==> src/rtl/core/i420ta_pkg.sv <==
// Package for the I420 transpose address generator: widths, register
// indexes, plane codes, reset constants and the dimension clamp function.
// No dependencies.
`timescale 1ns / 1ps
`default_nettype none

package i420ta_pkg;

    localparam int MAX_DIM = 4096;

    localparam int DIM_W  = 13;
    localparam int ADDR_W = 25;
    localparam int PIX_W  = 8;
    localparam int DATA_W = 32;
    localparam int PADDR_W = 3;
    localparam int DIM5_W = DIM_W + 3;

    // Largest even dimension the register can express.
    localparam int REG_TOP = (1 << DIM_W) - 2;
    localparam int TOP_RAW = MAX_DIM & ~1;
    localparam int EFF_TOP = (TOP_RAW < 2) ? 2 : ((TOP_RAW > REG_TOP) ? REG_TOP : TOP_RAW);
    localparam int CNT_W   = (EFF_TOP > 2) ? $clog2(EFF_TOP) : 1;
    localparam int CMP_W   = ((CNT_W + 1) > DIM_W) ? (CNT_W + 1) : DIM_W;

    // Register indexes (paddr bit 2)
    localparam logic REG_SRC_WIDTH  = 1'b0;
    localparam logic REG_SRC_HEIGHT = 1'b1;

    // Plane codes
    localparam logic [1:0] PLANE_Y = 2'd0;
    localparam logic [1:0] PLANE_U = 2'd1;
    localparam logic [1:0] PLANE_V = 2'd2;

    localparam int RST_W = 640;
    localparam int RST_H = 480;
    localparam int RST_W_EFF = (RST_W < 2) ? 2 : ((RST_W > EFF_TOP) ? EFF_TOP : RST_W);
    localparam int RST_H_EFF = (RST_H < 2) ? 2 : ((RST_H > EFF_TOP) ? EFF_TOP : RST_H);
    localparam int RST_LUMA   = RST_W_EFF * RST_H_EFF;
    localparam int RST_LUMA54 = RST_LUMA + RST_LUMA / 4;

    typedef struct packed {
        logic [DIM_W-1:0]  w;
        logic [DIM_W-1:0]  h;
        logic [ADDR_W-1:0] luma;
        logic [ADDR_W-1:0] luma54;
    } t_dims;

    typedef struct packed {
        logic [ADDR_W-1:0] dest_addr;
        logic [PIX_W-1:0]  pixel;
        logic              frame_last;
    } t_result;

    // Drop bit 0, then clamp to 2 .. EFF_TOP.
    function automatic logic [DIM_W-1:0] eff_dim(input logic [DIM_W-1:0] v);
        logic [DIM_W-1:0] e;
        e = {v[DIM_W-1:1], 1'b0};
        if (e < DIM_W'(2)) begin
            e = DIM_W'(2);
        end else if (e > DIM_W'(EFF_TOP)) begin
            e = DIM_W'(EFF_TOP);
        end
        return e;
    endfunction

endpackage

`default_nettype wire

==> src/rtl/core/i420_frame_transpose_addr.sv <==
// Top level of the I420 transpose address generator: APB registers,
// address counters and output buffer. Uses i420ta_pkg and the i420ta_* modules.
//
// channel   direction  handshake                  payload
// input     in         i_in_valid / o_in_ready    i_pixel[7:0]
// output    out        o_out_valid / i_out_ready  o_dest_addr[24:0], o_pixel_out, o_frame_last
// config    in         psel/penable/pwrite/pready paddr[2:0], pwdata, prdata (read)
//
// One byte per cycle sustained while results are taken; a result is registered
// from the address counters into the output register (skid register on a stall).
// The two-entry output buffer lets one more transaction in while a result
// stalls; o_in_ready drops only when both entries are full.
// Synchronous active-low reset clears counters, buffer state and registers
// to 640 x 480; no clearing pass.
`timescale 1ns / 1ps
`default_nettype none

module i420_frame_transpose_addr
    import i420ta_pkg::*;
(
    input  wire logic               i_clk,
    input  wire logic               i_rst_n,
    input  wire logic               psel,
    input  wire logic               penable,
    input  wire logic               pwrite,
    input  wire logic [PADDR_W-1:0] paddr,
    input  wire logic [DATA_W-1:0]  pwdata,
    output logic      [DATA_W-1:0]  prdata,
    output logic                    pready,
    input  wire logic               i_in_valid,
    output logic                    o_in_ready,
    input  wire logic [PIX_W-1:0]   i_pixel,
    output logic                    o_out_valid,
    input  wire logic               i_out_ready,
    output logic      [ADDR_W-1:0]  o_dest_addr,
    output logic      [PIX_W-1:0]   o_pixel_out,
    output logic                    o_frame_last
);

    t_dims   dims;
    t_result gen_result, out_result;
    logic    step;

    assign step = i_in_valid && o_in_ready;

    i420ta_cfg u_cfg (
        .i_clk   (i_clk),
        .i_rst_n (i_rst_n),
        .psel    (psel),
        .penable (penable),
        .pwrite  (pwrite),
        .paddr   (paddr),
        .pwdata  (pwdata),
        .prdata  (prdata),
        .pready  (pready),
        .o_dims  (dims)
    );

    i420ta_addr_gen u_addr_gen (
        .i_clk    (i_clk),
        .i_rst_n  (i_rst_n),
        .i_dims   (dims),
        .i_step   (step),
        .i_pixel  (i_pixel),
        .o_result (gen_result)
    );

    i420ta_skid u_skid (
        .i_clk   (i_clk),
        .i_rst_n (i_rst_n),
        .i_valid (i_in_valid),
        .o_ready (o_in_ready),
        .i_data  (gen_result),
        .o_valid (o_out_valid),
        .i_ready (i_out_ready),
        .o_data  (out_result)
    );

    assign o_dest_addr  = out_result.dest_addr;
    assign o_pixel_out  = out_result.pixel;
    assign o_frame_last = out_result.frame_last;

endmodule

`default_nettype wire

==> src/rtl/core/i420ta_cfg.sv <==
// APB register file for frame width and height, with the clamped sizes
// and the chroma plane bases worked out at write time. Uses i420ta_pkg.
`timescale 1ns / 1ps
`default_nettype none

module i420ta_cfg
    import i420ta_pkg::*;
(
    input  wire logic               i_clk,
    input  wire logic               i_rst_n,
    input  wire logic               psel,
    input  wire logic               penable,
    input  wire logic               pwrite,
    input  wire logic [PADDR_W-1:0] paddr,
    input  wire logic [DATA_W-1:0]  pwdata,
    output logic      [DATA_W-1:0]  prdata,
    output logic                    pready,
    output t_dims                   o_dims
);

    logic [DIM_W-1:0]  r_src_width, r_src_height;
    logic [DIM_W-1:0]  r_w, r_h;
    logic [DIM5_W-1:0] r_w5, r_h5;
    logic [ADDR_W-1:0] r_luma, r_luma54;

    logic                      wr_en;
    logic [DIM_W-1:0]          new_dim;
    logic [DIM5_W-1:0]         new_dim5;
    logic [2*DIM_W-1:0]        prod_luma;
    logic [DIM_W+DIM5_W-1:0]   prod_luma5;

    assign pready = 1'b1;
    assign wr_en  = psel && penable && pwrite && pready;

    assign new_dim  = eff_dim(pwdata[DIM_W-1:0]);
    assign new_dim5 = {1'b0, new_dim, 2'b00} + {3'b000, new_dim};

    // One product against the other stored dimension; 5/4 base from 5*dim.
    always_comb begin
        if (paddr[2] == REG_SRC_WIDTH) begin
            prod_luma  = new_dim * r_h;
            prod_luma5 = new_dim * r_h5;
        end else begin
            prod_luma  = r_w * new_dim;
            prod_luma5 = r_w5 * new_dim;
        end
    end

    always_ff @(posedge i_clk) begin
        if (!i_rst_n) begin
            r_src_width  <= DIM_W'(RST_W);
            r_src_height <= DIM_W'(RST_H);
            r_w          <= DIM_W'(RST_W_EFF);
            r_h          <= DIM_W'(RST_H_EFF);
            r_w5         <= DIM5_W'(5 * RST_W_EFF);
            r_h5         <= DIM5_W'(5 * RST_H_EFF);
            r_luma       <= ADDR_W'(RST_LUMA);
            r_luma54     <= ADDR_W'(RST_LUMA54);
        end else if (wr_en) begin
            r_luma   <= prod_luma[ADDR_W-1:0];
            r_luma54 <= prod_luma5[ADDR_W+1:2];
            if (paddr[2] == REG_SRC_WIDTH) begin
                r_src_width <= pwdata[DIM_W-1:0];
                r_w         <= new_dim;
                r_w5        <= new_dim5;
            end else begin
                r_src_height <= pwdata[DIM_W-1:0];
                r_h          <= new_dim;
                r_h5         <= new_dim5;
            end
        end
    end

    always_comb begin
        unique case (paddr[2])
            REG_SRC_WIDTH:  prdata = {{(DATA_W-DIM_W){1'b0}}, r_src_width};
            REG_SRC_HEIGHT: prdata = {{(DATA_W-DIM_W){1'b0}}, r_src_height};
            default:        prdata = '0;
        endcase
    end

    assign o_dims.w      = r_w;
    assign o_dims.h      = r_h;
    assign o_dims.luma   = r_luma;
    assign o_dims.luma54 = r_luma54;

endmodule

`default_nettype wire

==> src/rtl/core/i420ta_addr_gen.sv <==
// Plane, row and column counters with the destination address accumulator.
// Gives the result of the current byte and steps on each accepted byte.
// Uses i420ta_pkg.
`timescale 1ns / 1ps
`default_nettype none

module i420ta_addr_gen
    import i420ta_pkg::*;
(
    input  wire logic             i_clk,
    input  wire logic             i_rst_n,
    input  wire t_dims            i_dims,
    input  wire logic             i_step,
    input  wire logic [PIX_W-1:0] i_pixel,
    output t_result               o_result
);

    logic [1:0]        r_plane;
    logic [CNT_W-1:0]  r_row, r_col;
    logic [ADDR_W-1:0] r_row_start, r_accum;

    logic [DIM_W-1:0]  pw, ph;
    logic              last_col, last_row, last_v;
    logic [ADDR_W-1:0] next_base;

    assign pw = (r_plane == PLANE_Y) ? i_dims.w : {1'b0, i_dims.w[DIM_W-1:1]};
    assign ph = (r_plane == PLANE_Y) ? i_dims.h : {1'b0, i_dims.h[DIM_W-1:1]};

    // A counter past a shrunken limit still counts as last.
    assign last_col = (CMP_W'(r_col) + CMP_W'(1)) >= CMP_W'(pw);
    assign last_row = (CMP_W'(r_row) + CMP_W'(1)) >= CMP_W'(ph);
    assign last_v   = (r_plane >= PLANE_V) && last_col && last_row;

    always_comb begin
        case (r_plane)
            PLANE_Y: next_base = i_dims.luma;
            PLANE_U: next_base = i_dims.luma54;
            default: next_base = '0;
        endcase
    end

    always_ff @(posedge i_clk) begin
        if (!i_rst_n) begin
            r_plane     <= PLANE_Y;
            r_row       <= '0;
            r_col       <= '0;
            r_row_start <= '0;
            r_accum     <= '0;
        end else if (i_step) begin
            if (!last_col) begin
                r_col   <= r_col + CNT_W'(1);
                r_accum <= r_accum + ADDR_W'(ph);
            end else if (!last_row) begin
                r_col       <= '0;
                r_row       <= r_row + CNT_W'(1);
                r_row_start <= r_row_start + ADDR_W'(1);
                r_accum     <= r_row_start + ADDR_W'(1);
            end else begin
                // advance to next plane, wrap after V
                r_col       <= '0;
                r_row       <= '0;
                r_plane     <= (r_plane == PLANE_Y) ? PLANE_U :
                               (r_plane == PLANE_U) ? PLANE_V : PLANE_Y;
                r_row_start <= next_base;
                r_accum     <= next_base;
            end
        end
    end

    assign o_result.dest_addr  = r_accum;
    assign o_result.pixel      = i_pixel;
    assign o_result.frame_last = last_v;

endmodule

`default_nettype wire

==> src/rtl/core/i420ta_skid.sv <==
// Two-entry output buffer: result register plus skid register, so the
// input side can take one more transaction while a result waits. Uses i420ta_pkg.
`timescale 1ns / 1ps
`default_nettype none

module i420ta_skid
    import i420ta_pkg::*;
(
    input  wire logic    i_clk,
    input  wire logic    i_rst_n,
    input  wire logic    i_valid,
    output logic         o_ready,
    input  wire t_result i_data,
    output logic         o_valid,
    input  wire logic    i_ready,
    output t_result      o_data
);

    logic    r_out_valid, r_skid_valid;
    t_result r_out, r_skid;
    logic    take, accept;

    assign o_ready = !r_skid_valid;
    assign accept  = i_valid && o_ready;
    assign take    = r_out_valid && i_ready;

    always_ff @(posedge i_clk) begin
        if (!i_rst_n) begin
            r_out_valid  <= 1'b0;
            r_skid_valid <= 1'b0;
        end else if (r_skid_valid) begin
            if (take) begin
                r_skid_valid <= 1'b0;
            end
        end else if (accept) begin
            if (r_out_valid && !take) begin
                r_skid_valid <= 1'b1;
            end else begin
                r_out_valid <= 1'b1;
            end
        end else if (take) begin
            r_out_valid <= 1'b0;
        end
    end

    always_ff @(posedge i_clk) begin
        if (r_skid_valid) begin
            if (take) begin
                r_out <= r_skid;
            end
        end else if (accept) begin
            // on a stall, hold the waiting result and park the new transaction in skid
            if (r_out_valid && !take) begin
                r_skid <= i_data;
            end else begin
                r_out <= i_data;
            end
        end
    end

    assign o_valid = r_out_valid;
    assign o_data  = r_out;

endmodule

`default_nettype wire

==> config.mk <==
export PLATFORM = sky130hd
export DESIGN_NAME = i420_frame_transpose_addr
export DESIGN_NICKNAME = d
export VERILOG_FILES = /design/src/rtl/core/i420ta_pkg.sv /design/src/rtl/core/i420_frame_transpose_addr.sv /design/src/rtl/core/i420ta_cfg.sv /design/src/rtl/core/i420ta_addr_gen.sv /design/src/rtl/core/i420ta_skid.sv
export SDC_FILE = /design/constraint.sdc
export NUM_CORES = 2
export LEC_CHECK = 0
export ABC_AREA = 1
export BUFFER_PORTS_ARGS = -buffer_cell sky130_fd_sc_hd__buf_2
export CAP_MARGIN = 20
export CORE_UTILIZATION = 45
export DETAILED_ROUTE_END_ITERATION = 8
export GPL_TIMING_DRIVEN = 0
export PLACE_DENSITY = 0.69
export SYNTH_ARGS = -nofsm -noshare
export SYNTH_HDL_FRONTEND = slang
export SYNTH_SLANG_ARGS = --single-unit
==> constraint.sdc <==
create_clock -name i_clk -period 15.7 [get_ports i_clk]
set_input_delay 1.57 -clock i_clk [delete_from_list [all_inputs] [get_ports i_clk]]
set_output_delay 1.57 -clock i_clk [all_outputs]
set_load 0.01 [all_outputs]
Yosys cells after proc, flatten, opt, wreduce, memory -nomap -nowiden. Index checks and enable logic that the tools add are counted.

Flip-flop bits (word level): 280. Input bits: 50. Logic and storage cells: 87. Bits in latches: 0. RAM bits: 0. Memories kept: 0. Memory bits (read-only): 0.

Multiply operators: 4. Eq/ne operators: 4. Divide/modulo/power cells: 0. Reduce and logical (&&, ||, !) cells: 19. Bitwise operators: 2. $add $sub $neg: 7. Muxes and demuxes: 25. $lt $le $gt $ge: 5. Shifts and indexed selects: 0.

Operators by type and width (count): 34-bit 2-to-1 mux (4); 25-bit 2-to-1 mux (3); 32-bit one-hot mux with 2 select lines (1); 13-bit 2-to-1 mux (4); 13-bit by 13-bit multiplier with 25-bit output (2); 25-bit one-hot mux with 2 select lines (1); 13-bit by 16-bit multiplier with 27-bit output (1); 16-bit by 13-bit multiplier with 27-bit output (1); 27-bit 2-to-1 mux (1); 12-bit by 1-bit adder with 13-bit output (second input constant) (2); 13-bit >= comparator (2); 25-bit by 1-bit adder with 25-bit output (second input constant) (1); 25-bit by 13-bit adder with 25-bit output (1); 12-bit by 1-bit adder with 12-bit output (second input constant) (2); 12-bit 2-to-1 mux (2); 15-bit by 13-bit adder with 16-bit output (1); 13-bit > comparator (second input constant) (1); 13-bit by 2-bit < comparator with 1-bit output (second input constant) (1); 3-bit AND reduction (4); 1-bit logical AND (7); 1-bit 2-to-1 mux (7); 2-bit AND reduction (3); 2-bit 2-to-1 mux (2); 2-bit inequality test (second input constant) (2); other kinds (7) (10).

Logic depth before layout (Yosys ltp).
Depth after elaboration: 8. Mapped depth: 34. Gate-level depth less buffers: 34.

Modules after synthesis. A second synthesis with hierarchy kept.

Cell total of the unflattened synthesis: 5012. Area total of the unflattened synthesis: 36391.2 um^2.

Modules (own cells, without submodules): i420ta_cfg (instances 1, area each 27176.1 um^2, cells an instance 3707, seq. area each 2442.3 um^2); i420ta_addr_gen (instances 1, area each 6593.8 um^2, cells an instance 1105, seq. area each 1521.5 um^2); i420ta_skid (instances 1, area each 2613.8 um^2, cells an instance 198, seq. area each 2082.0 um^2); i420_frame_transpose_addr (instances 1, area each 7.5 um^2, cells an instance 2, seq. area each 0.0 um^2).

Worst setup path before layout. No wires, ideal clock.

Path type: input port to flip-flop. Start point: input port pwdata[8]. End point: register u_cfg.r_luma54[24]. Cell stages on the path: 28. Slack: 9189 ps. Required time: 15581 ps. Arrival: 6391 ps. Path through: inv_1 -> nand4_1 -> nor2_1 -> nand3_2 -> nand2_4 -> inv_4 -> nor2_4 -> buf_4 -> buf_6 -> nand2_1 -> fa_1 -> inv_1 -> fa_1 -> fa_1 -> fa_1 -> inv_1 -> fa_1 -> inv_1 -> ha_1 -> nand2_1 -> inv_1 -> nand2_1 -> nor2_1 -> nand4_1 -> nand3_1 -> nand2_1 -> nand3_1 -> a21oi_1.

Longest elaborated chain between the ends: 5.

RTL lines: start, declared (line i420_frame_transpose_addr.sv:27) `input wire logic [DATA_W-1:0] pwdata,`; 13-bit > comparator (line i420ta_pkg.sv:60) `end else if (e > DIM_W'(EFF_TOP)) begin`; 13-bit 2-to-1 mux (line i420ta_pkg.sv:60); 13-bit 2-to-1 mux (*) (line i420ta_pkg.sv:58) `if (e < DIM_W'(2)) begin`; 13-bit by 16-bit multiplier with 27-bit output / 16-bit by 13-bit multiplier with 27-bit output (equally long branches) (line i420ta_cfg.sv:42, i420ta_cfg.sv:45); 27-bit 2-to-1 mux (*) (line i420ta_cfg.sv:40) `if (paddr[2] == REG_SRC_WIDTH) begin`; end signal, assigned (line i420ta_cfg.sv:58) `r_luma54 <= ADDR_W'(RST_LUMA54);`; end signal, assigned (line i420ta_cfg.sv:61) `r_luma54 <= prod_luma5[ADDR_W+1:2];`; end, declared (line i420ta_cfg.sv:24) `logic [ADDR_W-1:0] r_luma, r_luma54;`.

Mark *: on every way between the ends. The rest lies on a longest branch, timed or not. A chain may end at the register's enable or synchronous reset.

Worst setup path in the final report.
Start point: input port pwdata[12]. End point: register u_cfg.r_luma[18].

Longest elaborated chain between the ends: 5.

RTL lines: 13-bit > comparator (line i420ta_pkg.sv:60); 13-bit 2-to-1 mux (line i420ta_pkg.sv:60); 13-bit 2-to-1 mux (*) (line i420ta_pkg.sv:58); named net u_cfg.new_dim[3] (line i420ta_cfg.sv:27) `logic [DIM_W-1:0] new_dim;`; 13-bit by 13-bit multiplier with 25-bit output (on tied branches) (line i420ta_cfg.sv:41, i420ta_cfg.sv:44); 25-bit 2-to-1 mux (*) (line i420ta_cfg.sv:40); end signal, assigned (line i420ta_cfg.sv:57) `r_luma <= ADDR_W'(RST_LUMA);`; end signal, assigned (line i420ta_cfg.sv:60) `r_luma <= prod_luma[ADDR_W-1:0];`; end, declared (line i420ta_cfg.sv:24).

Mark *: on every way through the listed nets, which the timed path passes. The rest lies on a longest branch.

==> qor.txt <==
Outcome: finished clean
Worst-Margin Slew: 1270 ps
Critical hold path startpoint: u_cfg.r_src_height[12]$_SDFFE_PN0P_
Clock Root Buffer: clkbuf_16
Crit path DAT: 8620 ps
Worst Hold End: u_cfg.r_src_height[12]$_SDFFE_PN0P_
WP data required: 16,260 ps
Post-Synthesis Cells: 4,841
Final HPWL from detailed placement: 102 mm
Global placement routability congestion: 1.00
Final setup vio count: 0
Distinct cells, synth: 54
CTS tree: built
Cell mode on critical path: inv_1
TNS Setup: 0 ps
Worst skew pair latency: 620 ps
Skew final: 22.3 ps
Drt first pass iters: 6
CTS-repair resized insts: 0
Post-synthesis sequential area ratio: 16.9%
Combinational family with the most area after synthesis: adder cells
Post-placement cell count: 5,976
Power per cell area: 67.6 mW/mm²
Maximum buffer depth of the clock tree: 3
Non-filler cells, final: 6,032
Max-slew violation count: 0
Initial drt markers: 3,437
Vias per cell: 5.41
Synth Area in XOR/XNOR: 1.74%
Footprint of the multi-input gates: 0.0249 mm²
Gr usage total: 31.4%
Die Height: 284 µm
First-pass GRT wire length: 192 mm
R2R Path End: u_cfg.r_luma[18]$_SDFFE_PN1P_
Grt ovf: 0
Layout cells sized above 1: 6.03%
Worst-path clk slew: 70 ps
Final worst path period share: 51.4%
CP Depth: 27
Number of global-route vias before repair: 32,200
Unrepaired setup endpoints after global routing: no
FFs w/ async S/R, synth: 0%
Mean Syn Cell Area: 7.38 µm²
# rows: 102
DRC: 0
Vias: 32,600
Antenna Violating Nets Remaining: 0
Delay-heaviest family, CP: adder cells
IO Count: 119
Starting density of the core: 45.8%
Largest net degree at the start of global routing: 35
Maxcap violations: 0
Post-Synth Simple-Gate Area: 22.7%
Adder and majority gate portion of the synthesized area: 37.1%
Nets@finish: 5,800
Worst Setup Start Kind: input pin
Seq. cell area: 0.00605 mm²
Buf/Inv on CP: 10
Initial antenna violation count: 3
Worst hold slack: 465 ps
Filler cells: 7,823
Hold buffer count at cts: 0
Main synth FF type: dfxtp_1
RR Startpoint: u_cfg.r_w5[2]$_SDFFE_PN0P_
Yosys warns: 0
Min-Delay Path Class: flip-flop to flip-flop
Synth area leader: fa_1
Clock sink count: 268
CP endpoint kind: flip-flop
EDFF count, synth: 68
Hold Crit Depth: 2
Slowest CP cell: buf_1
Max-slew headroom: 15.1%
Post-Syn Area: 0.0357 mm²
Area growth syn-to-layout: 8.01%
Critical path class: input pin to flip-flop
Complex-gate fraction of the synthesized area: 7.93%
Leakage: 19.6 nW
FF-to-FF setup slack: 9560 ps
Post-synth top area share: 25.9%
H-tree lvl count: 1
Die ar.: 0.0805 mm²
Die outline width: 284 µm
Post-CTS Repair Setup Buffers: 0
CTS Buf Count: 30
Crit-path max FO: 11
Post-Route WL: 125 mm
CP peak stage delay: 830 ps
Mean routed wirelength per cell: 20.7 µm
Final Hold Viols: 0
Antenna diodes: 0
Worst reg2reg path depth: 22
Worst VDD drop: 0.0896 mV
Max Clk Rate: 124 MHz
Top area cells in the synthesized netlist: fa_1 26%, nand2_1 13%, dfxtp_1 11%, ha_1 11%, inv_1 10%
Core footprint: 0.0780 mm²
#FFs+latches synth: 268
Tmin final: 8070 ps
Buffers added on ports: 76
Mux cell area share after synthesis: 0%
cells in the final DEF (no fill, tap or decap), drive strengths merged, types with 43 or more instances in the layout:
cell type,count
o21ai,185
nand2,1233
fa,462
buf,196
clkbuf,132
xor2,43
dfxtp,200
nor2,405
a21oi,273
inv,1017
ha,319
nand3,218
edfxtp,68
registers in the layout (all words and copies together), names as in the netlist, 10 cells and up:
signal	flops
u_cfg.r_src_width	13
u_cfg.r_luma54	25
u_addr_gen.r_accum	25
u_addr_gen.r_col	12
u_addr_gen.r_row_start	25
u_cfg.r_w5	15
u_cfg.r_h	10
u_cfg.r_luma	21
u_cfg.r_h5	15
u_skid.r_skid	34
u_cfg.r_src_height	13
u_cfg.r_w	10
u_skid.o_data	34
u_addr_gen.r_row	12
tightest hold or removal path: cells and delay by family, from the launching register on:
| family | cells | cell delay, ps |
|---|---|---|
| AOI/OAI and AO/OA | 1 | 50 |
| and+or+nand+nor | 1 | 60 |
| DFF | 1 | 310 |
cell type report:
cell class,instances,area share [%]
multi-input cells,3357,64.5
flip-flops and latches,268,15.7
inverters,1018,9.93
well taps,1040,3.37
plain buffers,216,2.73
clock buffers,34,2.01
repair buffers,78,1.10
clock inverters,21,0.742
metal layers:
layer | share of wire, % | global-route usage (%)
met4 | 5.9 | 15.1
met3 | 11 | 6.14
met2 | 42 | 47.9
met5 | 0.013 | 0
met1 | 41 | 42.6
kinds of logic (layout without fill, tap and decap cells):
| kind of cell | Yosys count | after routing |
|---|---|---|
| buffers and inverters | 1234 | 1367 |
| and+or+nand+nor | 1956 | 1956 |
| xor gates and xnor gates | 70 | 70 |
| AOI/OAI and AO/OA | 530 | 530 |
| adders and majority gates | 781 | 781 |
| other | 2 | 20 |
| DFF | 268 | 268 |
cell usage after synthesis (26+ instances only):
| master | instances |
|---|---|
| a21oi_1 | 272 |
| buf_1 | 31 |
| buf_2 | 45 |
| buf_4 | 35 |
| clkbuf_1 | 96 |
| dfxtp_1 | 200 |
| edfxtp_1 | 68 |
| fa_1 | 462 |
| ha_1 | 319 |
| inv_1 | 990 |
| nand2_1 | 1224 |
| nand3_1 | 210 |
| nand4_1 | 37 |
| nor2_1 | 378 |
| o21ai_0 | 178 |
| xnor2_1 | 26 |
| xor2_1 | 43 |
metrics by stage:
step	util [%]	setup slack (ps)	cell area [µm²]	total power, mW
3_3_place_gp	48.1	7310	37500	1.81
5_1_grt	49.5	7390	38600	2.77
4_1_cts	49.5	7850	38600	2.59
6_report	49.5	7630	38600	2.61
2_1_floorplan	-	9190	35800	1.48
3_5_place_dp	48.1	7230	37500	1.82
report_power, final:
| part | internal, mW | leakage (nW) | switching [mW] |
|---|---|---|---|
| registers | 0.734 | 2.28 | 0.0143 |
| clock network | 0.443 | 0.500 | 0.335 |
| logic | 0.350 | 16.8 | 0.732 |
| total | 1.53 | 19.6 | 1.08 |
how the worst max path moves through the flow:
stage | from | endpoint | slack (ps)
2_1_floorplan | pwdata[8] | u_cfg.r_luma54[24]$_SDFFE_PN0P_ | 9190
3_3_place_gp | pwdata[12] | u_cfg.r_luma[18]$_SDFFE_PN1P_ | 7310
3_5_place_dp | pwdata[12] | u_cfg.r_luma[18]$_SDFFE_PN1P_ | 7230
4_1_cts | pwdata[12] | u_cfg.r_luma[18]$_SDFFE_PN1P_ | 7850
5_1_grt | pwdata[12] | u_cfg.r_luma[22]$_SDFFE_PN0P_ | 7390
6_report | pwdata[12] | u_cfg.r_luma[18]$_SDFFE_PN1P_ | 7630
No activity file was read; power rests on OpenSTA's default activity.
